--- src/sst_pkg.sv ---
// Package for the swap slot table: shared constants, codes and beat types.
`timescale 1ns / 1ps

package sst_pkg;

  // Default sizes
  localparam int SLOTS_DEF   = 256;
  localparam int SECTORS_DEF = 8;

  // Field widths
  localparam int CMD_W    = 2;
  localparam int KEY_W    = 32;
  localparam int STATUS_W = 2;
  localparam int SLOT_W   = 8;
  localparam int SECTOR_W = 11;

  // Configuration register
  localparam int                 LIMIT_W   = 9;
  localparam logic [LIMIT_W-1:0] LIMIT_RST = 9'd256;
  localparam int                 PADDR_W   = 3;
  localparam int                 PDATA_W   = 32;
  localparam logic               REG_LIMIT = 1'b0;

  // Command codes
  localparam logic [CMD_W-1:0] CMD_STORE   = 2'd0;
  localparam logic [CMD_W-1:0] CMD_FETCH   = 2'd1;
  localparam logic [CMD_W-1:0] CMD_RELEASE = 2'd2;

  // Status codes
  localparam logic [STATUS_W-1:0] ST_OK        = 2'd0;
  localparam logic [STATUS_W-1:0] ST_FULL      = 2'd1;
  localparam logic [STATUS_W-1:0] ST_MISSING   = 2'd2;
  localparam logic [STATUS_W-1:0] ST_DUPLICATE = 2'd3;

  // Request beat
  typedef struct packed {
    logic [CMD_W-1:0] command;
    logic [KEY_W-1:0] address;
  } sst_req_t;

  // Result beat
  typedef struct packed {
    logic [STATUS_W-1:0] status;
    logic [SLOT_W-1:0]   slot;
    logic [SECTOR_W-1:0] first_sector;
  } sst_res_t;

  // Query record travelling down the cell chain
  typedef struct packed {
    logic             valid;
    logic [CMD_W-1:0] cmd;
    logic [KEY_W-1:0] address;
    logic             hit;
    logic             free;
  } sst_rec_t;

  // Broadcast write to one cell
  typedef struct packed {
    logic             valid;
    logic             claim;
    logic [KEY_W-1:0] key;
  } sst_upd_t;

endpackage

--- src/sst_cell.sv ---
// One slot cell: used bit and key, plus one stage of the query chain.
`timescale 1ns / 1ps

module sst_cell #(
  parameter int SLOTS = sst_pkg::SLOTS_DEF,
  parameter int INDEX = 0,
  localparam int IDX_W = $clog2(SLOTS)
) (
  input  logic                        clk,
  input  logic                        rst,
  input  logic [sst_pkg::LIMIT_W-1:0] limit,
  input  sst_pkg::sst_rec_t           rec_in,
  input  logic [IDX_W-1:0]            hit_idx_in,
  input  logic [IDX_W-1:0]            free_idx_in,
  output sst_pkg::sst_rec_t           rec_out,
  output logic [IDX_W-1:0]            hit_idx_out,
  output logic [IDX_W-1:0]            free_idx_out,
  input  sst_pkg::sst_upd_t           upd,
  input  logic [IDX_W-1:0]            upd_idx
);
  import sst_pkg::*;

  localparam int               CMP_W   = ((IDX_W > LIMIT_W) ? IDX_W : LIMIT_W) + 1;
  localparam logic [IDX_W-1:0] OWN_IDX = IDX_W'(INDEX);
  localparam logic [CMP_W-1:0] OWN_CMP = CMP_W'(INDEX);

  logic             used;
  logic [KEY_W-1:0] key;
  logic             match;
  logic             cand;
  logic             upd_here;
  sst_rec_t         rec_next;

  // Slot state compare
  assign match    = used && (key == rec_in.address);
  assign cand     = !used && (OWN_CMP < CMP_W'(limit));
  assign upd_here = upd.valid && (upd_idx == OWN_IDX);

  // First match and first free slot win
  always_comb begin
    rec_next      = rec_in;
    rec_next.hit  = rec_in.hit | match;
    rec_next.free = rec_in.free | cand;
  end

  // Chain stage
  always_ff @(posedge clk) begin
    rec_out.cmd     <= rec_next.cmd;
    rec_out.address <= rec_next.address;
    rec_out.hit     <= rec_next.hit;
    rec_out.free    <= rec_next.free;
    hit_idx_out     <= rec_in.hit ? hit_idx_in : OWN_IDX;
    free_idx_out    <= rec_in.free ? free_idx_in : OWN_IDX;
    if (rst) begin
      rec_out.valid <= 1'b0;
    end else begin
      rec_out.valid <= rec_next.valid;
    end
  end

  // Used bit, cleared at reset
  always_ff @(posedge clk) begin
    if (rst) begin
      used <= 1'b0;
    end else if (upd_here) begin
      used <= upd.claim;
    end
  end

  // Key, written on claim
  always_ff @(posedge clk) begin
    if (upd_here && upd.claim) begin
      key <= upd.key;
    end
  end

endmodule

--- config.mk ---
export PLATFORM = sky130hd
export DESIGN_NAME = sst_cell
export DESIGN_NICKNAME = d
export VERILOG_FILES = /design/src/sst_pkg.sv /design/src/sst_cell.sv
export SDC_FILE = /design/constraint.sdc
export NUM_CORES = 1
export LEC_CHECK = 0
export BUFFER_PORTS_ARGS = -buffer_cell sky130_fd_sc_hd__clkbuf_2
export CAP_MARGIN = 20
export CORE_MARGIN = 2
export CORE_UTILIZATION = 35
export DETAILED_ROUTE_END_ITERATION = 12
export GPL_TIMING_DRIVEN = 1
export PLACE_DENSITY = 0.7
export SYNTH_ARGS = -nofsm -noshare
export SYNTH_HDL_FRONTEND = slang
export SYNTH_SLANG_ARGS = --single-unit
--- constraint.sdc ---
create_clock -name clk -period 2.24 [get_ports clk]
set_input_delay 0.224 -clock clk [delete_from_list [all_inputs] [get_ports clk]]
set_output_delay 0.224 -clock clk [all_outputs]
set_load 0.05 [all_outputs]
==> results.toml, run 1 <==
[sta]
hold_ws_ns = 0.0185
rsz0062_at_grt = "no"
fmax_ghz = 0.691
setup_viol = 0
worst_slew_pin_slew_ns = 0.348
hold_violations = 0
skew_ns = 0.00766
timing.setup.tns_ns = 0
fin_crit_ns = 1.45
drv_slew = 0
slew-limit-headroom_pct = 76.6
period_share_pct = 64.6

[die]
die_area_um2 = 8070
core_area_um2 = 7180
start_util_pct = 35.9
die_w_um = 89.8
rows = 31
chipHeight_um = 89.8
io_pins = 159

[grt]
overflow = 0
grt_pass1_vias = 1853
grt_pass1_wl_um = 8440
grt_max_degree = 23
grt_use_total_pct = 13.6
antenna_found_initial = 0

[power]
irDropWorstVdd_v = 0.000380
leakagePower_nw = 1.77
power_density_nw_per_um2 = 780

[finish]
syn_to_final_growth_pct = 55.7
nNetsFinal = 466
final_core_util_pct = 55.9
n_fill_cell = 615
drive_gt1_share_pct = 47.9
fin_cells = 464
design_area_um2 = 4010
antennaDiodeCount = 0

[route]
dr.first_iter.drc_count = 20
detail-route-antenna-nets = 0
firstDrtPassIters = 3
wirelength_um = 5440
wl_per_cell_um = 11.7
m1WireLength_um = 2090
wl_met2_um = 2760
route.detailed.drc = 0
met3_wirelength_um = 460
vias = 1885
avgViaCountPerCell = 4.06
top_layer_used = "met4"

[placed_design]
place.gp.congestion = 0.675
place_hpwl_um = 4020
placed_cell_area_um2 = 3510
io_buffers = 158
place_inst = 417

[synth]
ys_types = 18
synth_cells = 159
synth_fp_nets = 265
synth-seq-cells = 86
syn_area_um2 = 2580
synth_seq_area_share_pct = 79.2
yosys_warnings = 0
synth.avg_cell_area_um2 = 16.2

[status]
outcome = "complete, no violations"

[clocking]
hold_buffers = 30
clk_path_buf_depth = 2
cts_setup_buffers = 0
cts_sinks = 86
cts_tree = "done"
cts_made_buffers = 9
cts.clk_slew.worst_paths_ns = 0.08
htreeDepth = 3
root_buffer = "clkbuf_8"
cts_resized = 0
clk_latency_ns = 0.34

[setup_path]
crit_required_ns = 2.53
worst-path-max-fanout = 2
worstSetupEndpointType = "flop"
start_kind = "input port"
critPathKind = "in -> reg"
r2r-start = "key[23]"
setup.worst_path.start = "rec_in[22]"
cp.arrival_ns = 1.73

[flow_run]
drv_cap = 0

[hold_path]
worst_hold_path_type = "in -> reg"
min-delay-start = "rec_in[18]"
-- registers in the layout, summed over array words and instances, names as in the netlist --
register and flops:
key 32, hit_idx_out 8, rec_out 37, used 1
free_idx_out 8
-- routing by layer --
metal	vias up	global-route usage [%]
li1	954	-
met1	824	14.9
met2	96	23.6
met3	11	3.94
met4	0	8.08
met5	-	0
-- cells by family (layout without fill, tap and decap cells) --
group | after synthesis | count (layout) | share of synthesized area, %
XOR/XNOR | 32 | 32 | 10.9
buffers and inverters | 0 | 206 | 0
AND/OR/NAND/NOR | 38 | 38 | 9.13
AO/OA/AOI/OAI | 3 | 3 | 0.777
flip-flops | 86 | 86 | 79.2
-- placed cells by master (no fill, tap or decap), drive strengths merged, types with 2 or more instances in the layout --
cell type / netlist / routed
clkbuf: 0 / 168
dfxtp: 54 / 54
edfxtp: 32 / 32
dlygate4sd3: 0 / 31
xnor2: 28 / 28
and2: 16 / 16
nand4: 6 / 6
xor2: 4 / 4
nor4: 4 / 4
nor3: 3 / 3
nor2b: 2 / 2
nand3: 2 / 2
nor2: 2 / 2
clkinv: 0 / 2
clkinvlp: 0 / 2
-- metrics by stage --
| stage | power, mW | setup WS, ns |
|---|---|---|
| 3_3_place_gp | 2.09 | 0.638 |
| 4_1_cts | 3.17 | 0.776 |
| 6_report | 3.13 | 0.793 |
| 5_1_grt | 3.27 | 0.744 |
| 2_1_floorplan | 1.93 | 0.435 |
| 3_5_place_dp | 2.09 | 0.606 |
-- synthesized netlist by cell type --
master / number / area share [%]
nand4_1: 6 / 1.5
a31o_1: 1 / 0.34
and4_1: 1 / 0.34
nor2b_1: 2 / 0.49
nor3_1: 3 / 0.58
nor4_2: 1 / 0.49
and2_1: 16 / 3.9
nor4_1: 3 / 0.73
xnor2_1: 28 / 9.5
a31oi_1: 1 / 0.24
nor2_1: 2 / 0.29
or2_2: 1 / 0.24
nand3_1: 2 / 0.39
and3_1: 1 / 0.24
a21oi_1: 1 / 0.19
edfxtp_1: 32 / 37
dfxtp_1: 54 / 42
xor2_1: 4 / 1.4
-- report_power, final --
part | total (mW) | internal, mW | switching [mW]
Sequential | 1.68 | 1.67 | 0.0122
Combinational | 0.415 | 0.160 | 0.255
Clock | 1.04 | 0.512 | 0.524
-- path summary, 6_finish.rpt --
check,depth (start not counted),endpoint,slack [ns]
worst min register to register,2,used,0.54
worst max register to register,4,rec_out[1],0.94
worst min-delay path,1,rec_out[18],0.02
worst max-delay path,6,rec_out[1],0.79
-- critical path, stage by stage --
cell	delay [ns]
dlygate4sd3_1	0.53
clkbuf_2	0.12
xnor2_1	0.15
nand4_1	0.13
nor4_1	0.39
a31o_1	0.19
-- cell type report --
class / count / area (um^2) / area share [%]
sequential: 86 / 2040 / 50.9
timing repair buffer: 190 / 1120 / 27.9
multi-input combinational: 73 / 537 / 13.4
clock buffer: 10 / 128 / 3.18
tap: 99 / 124 / 3.09
clock inverter: 6 / 61.3 / 1.53
No activity file was read; power rests on OpenSTA's default activity.
==> run 2, diff against run 1 <==
--- a/config.mk
+++ b/config.mk
@@ -5,13 +5,14 @@
 export SDC_FILE = /design/constraint.sdc
 export NUM_CORES = 1
 export LEC_CHECK = 0
+export ABC_AREA = 1
 export BUFFER_PORTS_ARGS = -buffer_cell sky130_fd_sc_hd__clkbuf_2
 export CAP_MARGIN = 20
 export CORE_MARGIN = 2
 export CORE_UTILIZATION = 35
 export DETAILED_ROUTE_END_ITERATION = 12
 export GPL_TIMING_DRIVEN = 1
-export PLACE_DENSITY = 0.7
+export PLACE_DENSITY = 0.71
 export SYNTH_ARGS = -nofsm -noshare
 export SYNTH_HDL_FRONTEND = slang
 export SYNTH_SLANG_ARGS = --single-unit
==> constraint.sdc (replaced) <==
create_clock -name clk -period 1.2 [get_ports clk]
set_input_delay 0.12 -clock clk [delete_from_list [all_inputs] [get_ports clk]]
set_output_delay 0.12 -clock clk [all_outputs]
set_load 0.05 [all_outputs]
==> run 2 against run 1 <==
  * Setup slack lost 0.77 ns
  * Highest routed layer unchanged
  * Power up 88%
  * Hold slack better by 0.039 ns
  * Clock-buffer cell count unchanged
  * Via count increased by 35%
  * Critical path type unchanged
  * Critical path depth increased by 3
  * Register-to-register slack worse by 0.88 ns
  * Synthesized area increased by 9.7%
  * Die area increased by 9.2%
  * Final cell count up 35%
  * Clock skew grew 0.00080 ns
  * Global-route usage rose by 3.0 points
==> results.toml, run 2 <==
[placed_design]
place_inst = 525
post-place-ws_ns = -0.198
io_buffers = 158
place_hpwl_um = 4870
place.gp.congestion = 0.724

[clocking]
cts.clk_slew.worst_paths_ns = 0.09
cts_made_buffers = 9
cts_sinks = 86
clk_latency_ns = 0.34
htreeDepth = 3
root_buffer = "clkbuf_8"
cts_setup_buffers = 0
cts_tree = "done"
clk_path_buf_depth = 2

[sta]
postLayoutSetupSlackWorst_ns = 0.0194
fmax_ghz = 0.847
skew_ns = 0.00846
drv_slew = 0
setup_viol = 0
hold_violations = 0
rsz0062_at_grt = "yes"
period_share_pct = 98.4
worst_slew_pin_slew_ns = 0.323
fin_crit_ns = 1.18
slew-limit-headroom_pct = 78.3

[synth]
synth_top_family_by_area = "simple AND/OR/NAND/NOR gates"
ys_types = 18
synthSimpleGateAreaFrac_pct = 15.2
synth_compound_area_share_pct = 1.02
yosys.area.top_type_share_pct = 38.2
synthXorXnorAreaFrac_pct = 3.72
yosys_warnings = 0
synth-seq-cells = 86
synth.avg_cell_area_um2 = 10.7
synth_top_area_cell = "dfxtp_1"
synth.most_common_cell = "nand2_1"
yosys-top-cells-area = "dfxtp_1 (38%), edfxtp_1 (34%), nand2_1 (9.2%)"
synth_seq_area_share_pct = 72.2
muxShareOfSynthArea_pct = 0
synth_fa_ha_area_share_pct = 0
async_flop_share_pct = 0
synth_commonest_cells = "nand2_1 (69), inv_1 (57), dfxtp_1 (54), edfxtp_1 (32), nor2_1 (20)"
synth_fp_nets = 371
synth_ff_type = "dfxtp_1"
synth_cells = 265
syn_area_um2 = 2830
synth_edf_count = 32

[power]
power_density_nw_per_um2 = 1230
irDropWorstVdd_v = 0.000727
leakagePower_nw = 2.43

[grt]
grt_pass1_wl_um = 11200
grt_pass1_vias = 2637
grt_use_total_pct = 16.7
antenna_found_initial = 0
overflow = 0
grt_max_degree = 18

[route]
firstDrtPassIters = 4
wirelength_um = 7370
detail-route-antenna-nets = 0
wl_per_cell_um = 11.8
route.detailed.drc = 0
avgViaCountPerCell = 4.07
vias = 2545
dr.first_iter.drc_count = 37

[die]
core_area_um2 = 7770
chipHeight_um = 93.9
die_w_um = 93.9
rows = 32
start_util_pct = 36.4
io_pins = 159
die_area_um2 = 8810

[finish]
syn_to_final_growth_pct = 70.0
fin_cells = 625
drive_gt1_share_pct = 35.0
antennaDiodeCount = 0
reg_top3 = "rec_out (37), key (32)"
final_core_util_pct = 61.9
layout.cells.most_common = "clkbuf_2"
nNetsFinal = 624
layout_common_cells = "clkbuf_2 (157), dlygate4sd3_1 (84), nand2_1 (68)"
largest_reg_flops = 37
regMostFlops = "rec_out"

[setup_path]
critPathKind = "in -> reg"
cp.arrival_ns = 1.47
worstSetupEndpointType = "flop"
crit_required_ns = 1.49
start_kind = "input port"
worst-path-max-fanout = 2

[flow_run]
drv_cap = 0

[hold_path]
worst_hold_path_type = "in -> reg"

[status]
outcome = "complete, no violations"
==> run 2: stage by stage <==
stage	cell area, um^2	hold slack, ns	setup TNS (ns)	total power, mW
floorplan	2830	0.148	-6.26	3.63
global placement	3780	0.222	-4.80	3.92
detailed placement	3780	0.231	-6.16	3.93
CTS	4790	0.0447	0	5.93
global route	4800	0.0586	-0.0476	6.11
finish	4800	0.0576	0	5.89
==> run 2: routing by layer <==
layer	wire [um]	GRT usage [%]	vias to the layer above
li1	-	-	1302
met1	2850	16.6	1113
met2	3800	31.4	119
met3	621	5.94	11
met4	100	6.16	0
met5	0	0	-
==> run 2: cells by family (layout without fill, tap and decap cells) <==
kind of cell / count (synthesis) / after routing
xor+xnor: 12 / 12
compound gates: 4 / 4
flops: 86 / 86
buf+inv: 59 / 317
simple gates: 104 / 104
==> run 2: worst max-delay path: stages <==
cell and delay (ns):
dlygate4sd3_1 0.54, clkbuf_2 0.13, xnor2_1 0.15, nand2_1 0.08, nor2_2 0.12, nand2_1 0.08
nor2_2 0.12, nand2_1 0.06, nand2_1 0.06
==> run 2: repair_timing <==
item,CTS,global route
resized for setup,0,5
hold endpoints to repair,84,0
hold buffers,84,0
setup endpoints to repair,0,1
==> run 2: final timing paths <==
| check | from | to | slack [ns] | cells past startpoint |
|---|---|---|---|---|
| setup / recovery | rec_in[22] | rec_out[1] | 0.02 | 9 |
| hold / removal | upd[32] | used | 0.06 | 3 |
| setup reg to reg | key[28] | rec_out[1] | 0.06 | 9 |
| hold reg to reg | used | used | 0.48 | 2 |
==> run 2: power by group <==
group / leakage, nW / switching [mW] / internal, mW
clock: 0.0899 / 1.00 / 0.799
sequential: 0.741 / 0.0259 / 3.11
combinational: 1.60 / 0.550 / 0.404
==> run 2: final cells by class <==
cell class,count,area (um^2)
clock inverters,6,35.0
fillers,622,2960
repair buffers,244,1670
flip-flops and latches,86,2040
well taps,102,128
inverters,57,218
clock buffers,10,138
multi-input cells,120,573
==> run 3, diff against run 2 <==
--- a/config.mk
+++ b/config.mk
@@ -8,11 +8,13 @@
 export ABC_AREA = 1
 export BUFFER_PORTS_ARGS = -buffer_cell sky130_fd_sc_hd__clkbuf_2
 export CAP_MARGIN = 20
+export CORE_ASPECT_RATIO = 0.6
 export CORE_MARGIN = 2
-export CORE_UTILIZATION = 35
+export CORE_UTILIZATION = 39
 export DETAILED_ROUTE_END_ITERATION = 12
 export GPL_TIMING_DRIVEN = 1
-export PLACE_DENSITY = 0.71
+export HOLD_SLACK_MARGIN = 0.12
+export PLACE_DENSITY = 0.78
 export SYNTH_ARGS = -nofsm -noshare
 export SYNTH_HDL_FRONTEND = slang
 export SYNTH_SLANG_ARGS = --single-unit
==> run 3 against run 2 <==
  * The run now fails in clock tree synthesis (4_1_cts)
  * Synthesized cell count unchanged
  * Synthesized area unchanged
==> results.toml, run 3 <==
[status]
outcome = "did not finish"
stop_stage = "clock tree synthesis (4_1_cts)"
error_line = "[ERROR RSZ-0060] Max buffer count reached."

[die]
rows = 23
io_pins = 159
chipHeight_um = 69.9
die_w_um = 114
start_util_pct = 41.3

[clocking]
hold_buffers = 106
clk_path_buf_depth = 2
cts_made_buffers = 9
cts_sinks = 86
cts_resized = 2
htreeDepth = 3
cts_setup_buffers = 0
root_buffer = "clkbuf_16"

[synth]
synth_commonest_cells = "nand2_1 (69), inv_1 (57), dfxtp_1 (54), edfxtp_1 (32), nor2_1 (20)"
synthSimpleGateAreaFrac_pct = 15.2
syn_area_um2 = 2830
yosys.area.top_type_share_pct = 38.2
yosys_warnings = 0
synth_top_area_cell = "dfxtp_1"
synth.avg_cell_area_um2 = 10.7
synth_top_family_by_area = "simple AND/OR/NAND/NOR gates"
synth_edf_count = 32
synth_cells = 265
muxShareOfSynthArea_pct = 0
ys_types = 18
synth_ff_type = "dfxtp_1"
synth_fa_ha_area_share_pct = 0
async_flop_share_pct = 0
synthXorXnorAreaFrac_pct = 3.72
synth-seq-cells = 86
synth_compound_area_share_pct = 1.02
yosys-top-cells-area = "dfxtp_1 (38%), edfxtp_1 (34%), nand2_1 (9.2%)"
synth.most_common_cell = "nand2_1"
synth_fp_nets = 371
synth_seq_area_share_pct = 72.2

[placed_design]
place_hpwl_um = 4910
io_buffers = 158
place.gp.congestion = 0.756
post-place-ws_ns = -0.189
run 3: cell counts after synthesis:
No cell type changed its count.
run 3: logic make-up after synthesis:
group / after synthesis
simple gates: 104
compound gates: 4
flops: 86
buf+inv: 59
xor+xnor: 12
run 3: stage by stage:
step           cells  instance area [um^2]  hold WS (ns)
3_5_place_dp     511                  3760         0.226
3_3_place_gp     511                  3760         0.224
2_1_floorplan    265                  2830         0.148
==> run 4, diff against run 3 <==
--- a/config.mk
+++ b/config.mk
@@ -8,13 +8,11 @@
 export ABC_AREA = 1
 export BUFFER_PORTS_ARGS = -buffer_cell sky130_fd_sc_hd__clkbuf_2
 export CAP_MARGIN = 20
-export CORE_ASPECT_RATIO = 0.6
 export CORE_MARGIN = 2
-export CORE_UTILIZATION = 39
+export CORE_UTILIZATION = 30
 export DETAILED_ROUTE_END_ITERATION = 12
 export GPL_TIMING_DRIVEN = 1
-export HOLD_SLACK_MARGIN = 0.12
-export PLACE_DENSITY = 0.78
+export PLACE_DENSITY_LB_ADDON = 0.15
 export SYNTH_ARGS = -nofsm -noshare
 export SYNTH_HDL_FRONTEND = slang
 export SYNTH_SLANG_ARGS = --single-unit
==> constraint.sdc (replaced) <==
create_clock -name clk -period 1.55 [get_ports clk]
set_input_delay 0.155 -clock clk [delete_from_list [all_inputs] [get_ports clk]]
set_output_delay 0.155 -clock clk [all_outputs]
set_load 0.05 [all_outputs]
==> run 4 against run 3 <==
  * The run now ends clean
==> results.toml, run 4 (synthesis gave the netlist of run 2 again) <==
[sta]
hold_ws_ns = 0.107
worst_slew_pin_slew_ns = 0.298
fmax_ghz = 0.822
fin_crit_ns = 1.22
skew_ns = 0.00856
setup_viol = 0
slew-limit-headroom_pct = 80.0
period_share_pct = 78.5
timing.setup.tns_ns = 0
postLayoutSetupSlackWorst_ns = 0.333
rsz0062_at_grt = "no"
hold_violations = 0
drv_slew = 0

[power]
finalPower_mw = 4.78
leakagePower_nw = 2.44
p_clk_share_pct = 34.0
irDropWorstVdd_v = 0.000486
power_switching_mw = 1.21
p_sw_share_pct = 25.4
seq_power_share_pct = 50.7
internal-power_mw = 3.57
p_comb_share_pct = 15.3
power_density_nw_per_um2 = 988

[clocking]
cts_sinks = 86
clk_path_buf_depth = 2
cts_setup_buffers = 0
cts_made_buffers = 9
cts.clk_slew.worst_paths_ns = 0.09
root_buffer = "clkbuf_8"
cts_tree = "done"
clk_latency_ns = 0.34
hold_buffers = 84
htreeDepth = 3
cts_resized = 0

[flow_run]
drv_cap = 0

[finish]
n_fill_cell = 862
drive_gt1_share_pct = 34.0
regMostFlops = "rec_out"
layout.cells.most_common = "clkbuf_2"
fin_cells = 634
nNetsFinal = 624
layout_common_cells = "clkbuf_2 (158), dlygate4sd3_1 (84), nand2_1 (69)"
syn_to_final_growth_pct = 71.3
antennaDiodeCount = 0
largest_reg_flops = 37
reg_top3 = "rec_out (37), key (32)"
final_core_util_pct = 52.6
design_area_um2 = 4840

[die]
rows = 35
start_util_pct = 30.7
die_w_um = 101
core_area_um2 = 9200
die_area_um2 = 10200
chipHeight_um = 101
io_pins = 159

[grt]
overflow = 0
grt_max_degree = 18
grt_pass1_wl_um = 10700
grt_use_total_pct = 13.7
grt_pass1_vias = 2484
antenna_found_initial = 0

[setup_path]
regToRegSetupSlack_ns = 0.42
critPathKind = "in -> reg"
cp.arrival_ns = 1.51
cp_slowest_cell = "dlygate4sd3_1"
start_kind = "input port"
crit_buf_inv = 2
crit_required_ns = 1.85
worst-path-max-fanout = 2
crit_family = "buffers and inverters"
slowest_delay_ns = 0.54
worstSetupEndpointType = "flop"
cp_cell_sequence = "dlygate4sd3_1, clkbuf_2, xnor2_1, nand2_1, nor2_1, nand2_1, nor2_1, nand2_1, nand2_1"
cp_common_cell = "nand2_1"

[route]
dr.first_iter.drc_count = 36
wirelength_um = 6820
detail-route-antenna-nets = 0
route.detailed.drc = 0
avgViaCountPerCell = 3.93
vias = 2494
wl_per_cell_um = 10.8
firstDrtPassIters = 4

[placed_design]
place_hpwl_um = 4740
place_inst = 534
place.gp.congestion = 0.738
io_buffers = 158
placed_cell_area_um2 = 3790
post-place-ws_ns = 0.133

[status]
outcome = "complete, no violations"

[hold_path]
worst_hold_path_type = "in -> reg"
[run 4: power by group through the flow]
| stage | clock network [mW] | registers, mW | logic (mW) |
|---|---|---|---|
| 2_1_floorplan | 0 | 2.74 | 0.0747 |
| 3_3_place_gp | 0 | 2.48 | 0.557 |
| 3_5_place_dp | 0 | 2.48 | 0.563 |
| 4_1_cts | 1.69 | 2.43 | 0.732 |
| 5_1_grt | 1.78 | 2.43 | 0.788 |
| 6_report | 1.63 | 2.43 | 0.731 |
[run 4: metal layers]
| layer | wire length, um | up-vias | track usage, % |
|---|---|---|---|
| met5 | 0 | - | 0 |
| met4 | 110 | 0 | 5.61 |
| met3 | 579 | 12 | 4.79 |
| met2 | 3370 | 114 | 23.8 |
| met1 | 2770 | 1062 | 15.3 |
| li1 | - | 1306 | - |
[run 4: area by class of cell]
| type | instances | area (um^2) | area share [%] |
|---|---|---|---|
| Clock inverter | 4 | 51.3 | 1.06 |
| Tap cell | 111 | 139 | 2.87 |
| Timing Repair Buffer | 244 | 1670 | 34.5 |
| Clock buffer | 12 | 156 | 3.23 |
| Multi-Input combinational cell | 120 | 563 | 11.6 |
| Sequential cell | 86 | 2040 | 42.2 |
| Inverter | 57 | 218 | 4.50 |
[run 4: worst min-delay path: cells and delay by family]
family / cells / cell delay, ns
buffers and inverters: 2 / 0.18
AND/OR/NAND/NOR: 1 / 0.08
[run 4: path summary, 6_finish.rpt]
kind,startpoint,endpoint,depth (start not counted)
min,rec_in[1],hit_idx_out[0],3
min reg2reg,used,used,2
max reg2reg,key[20],rec_out[1],7
max,rec_in[22],rec_out[1],9
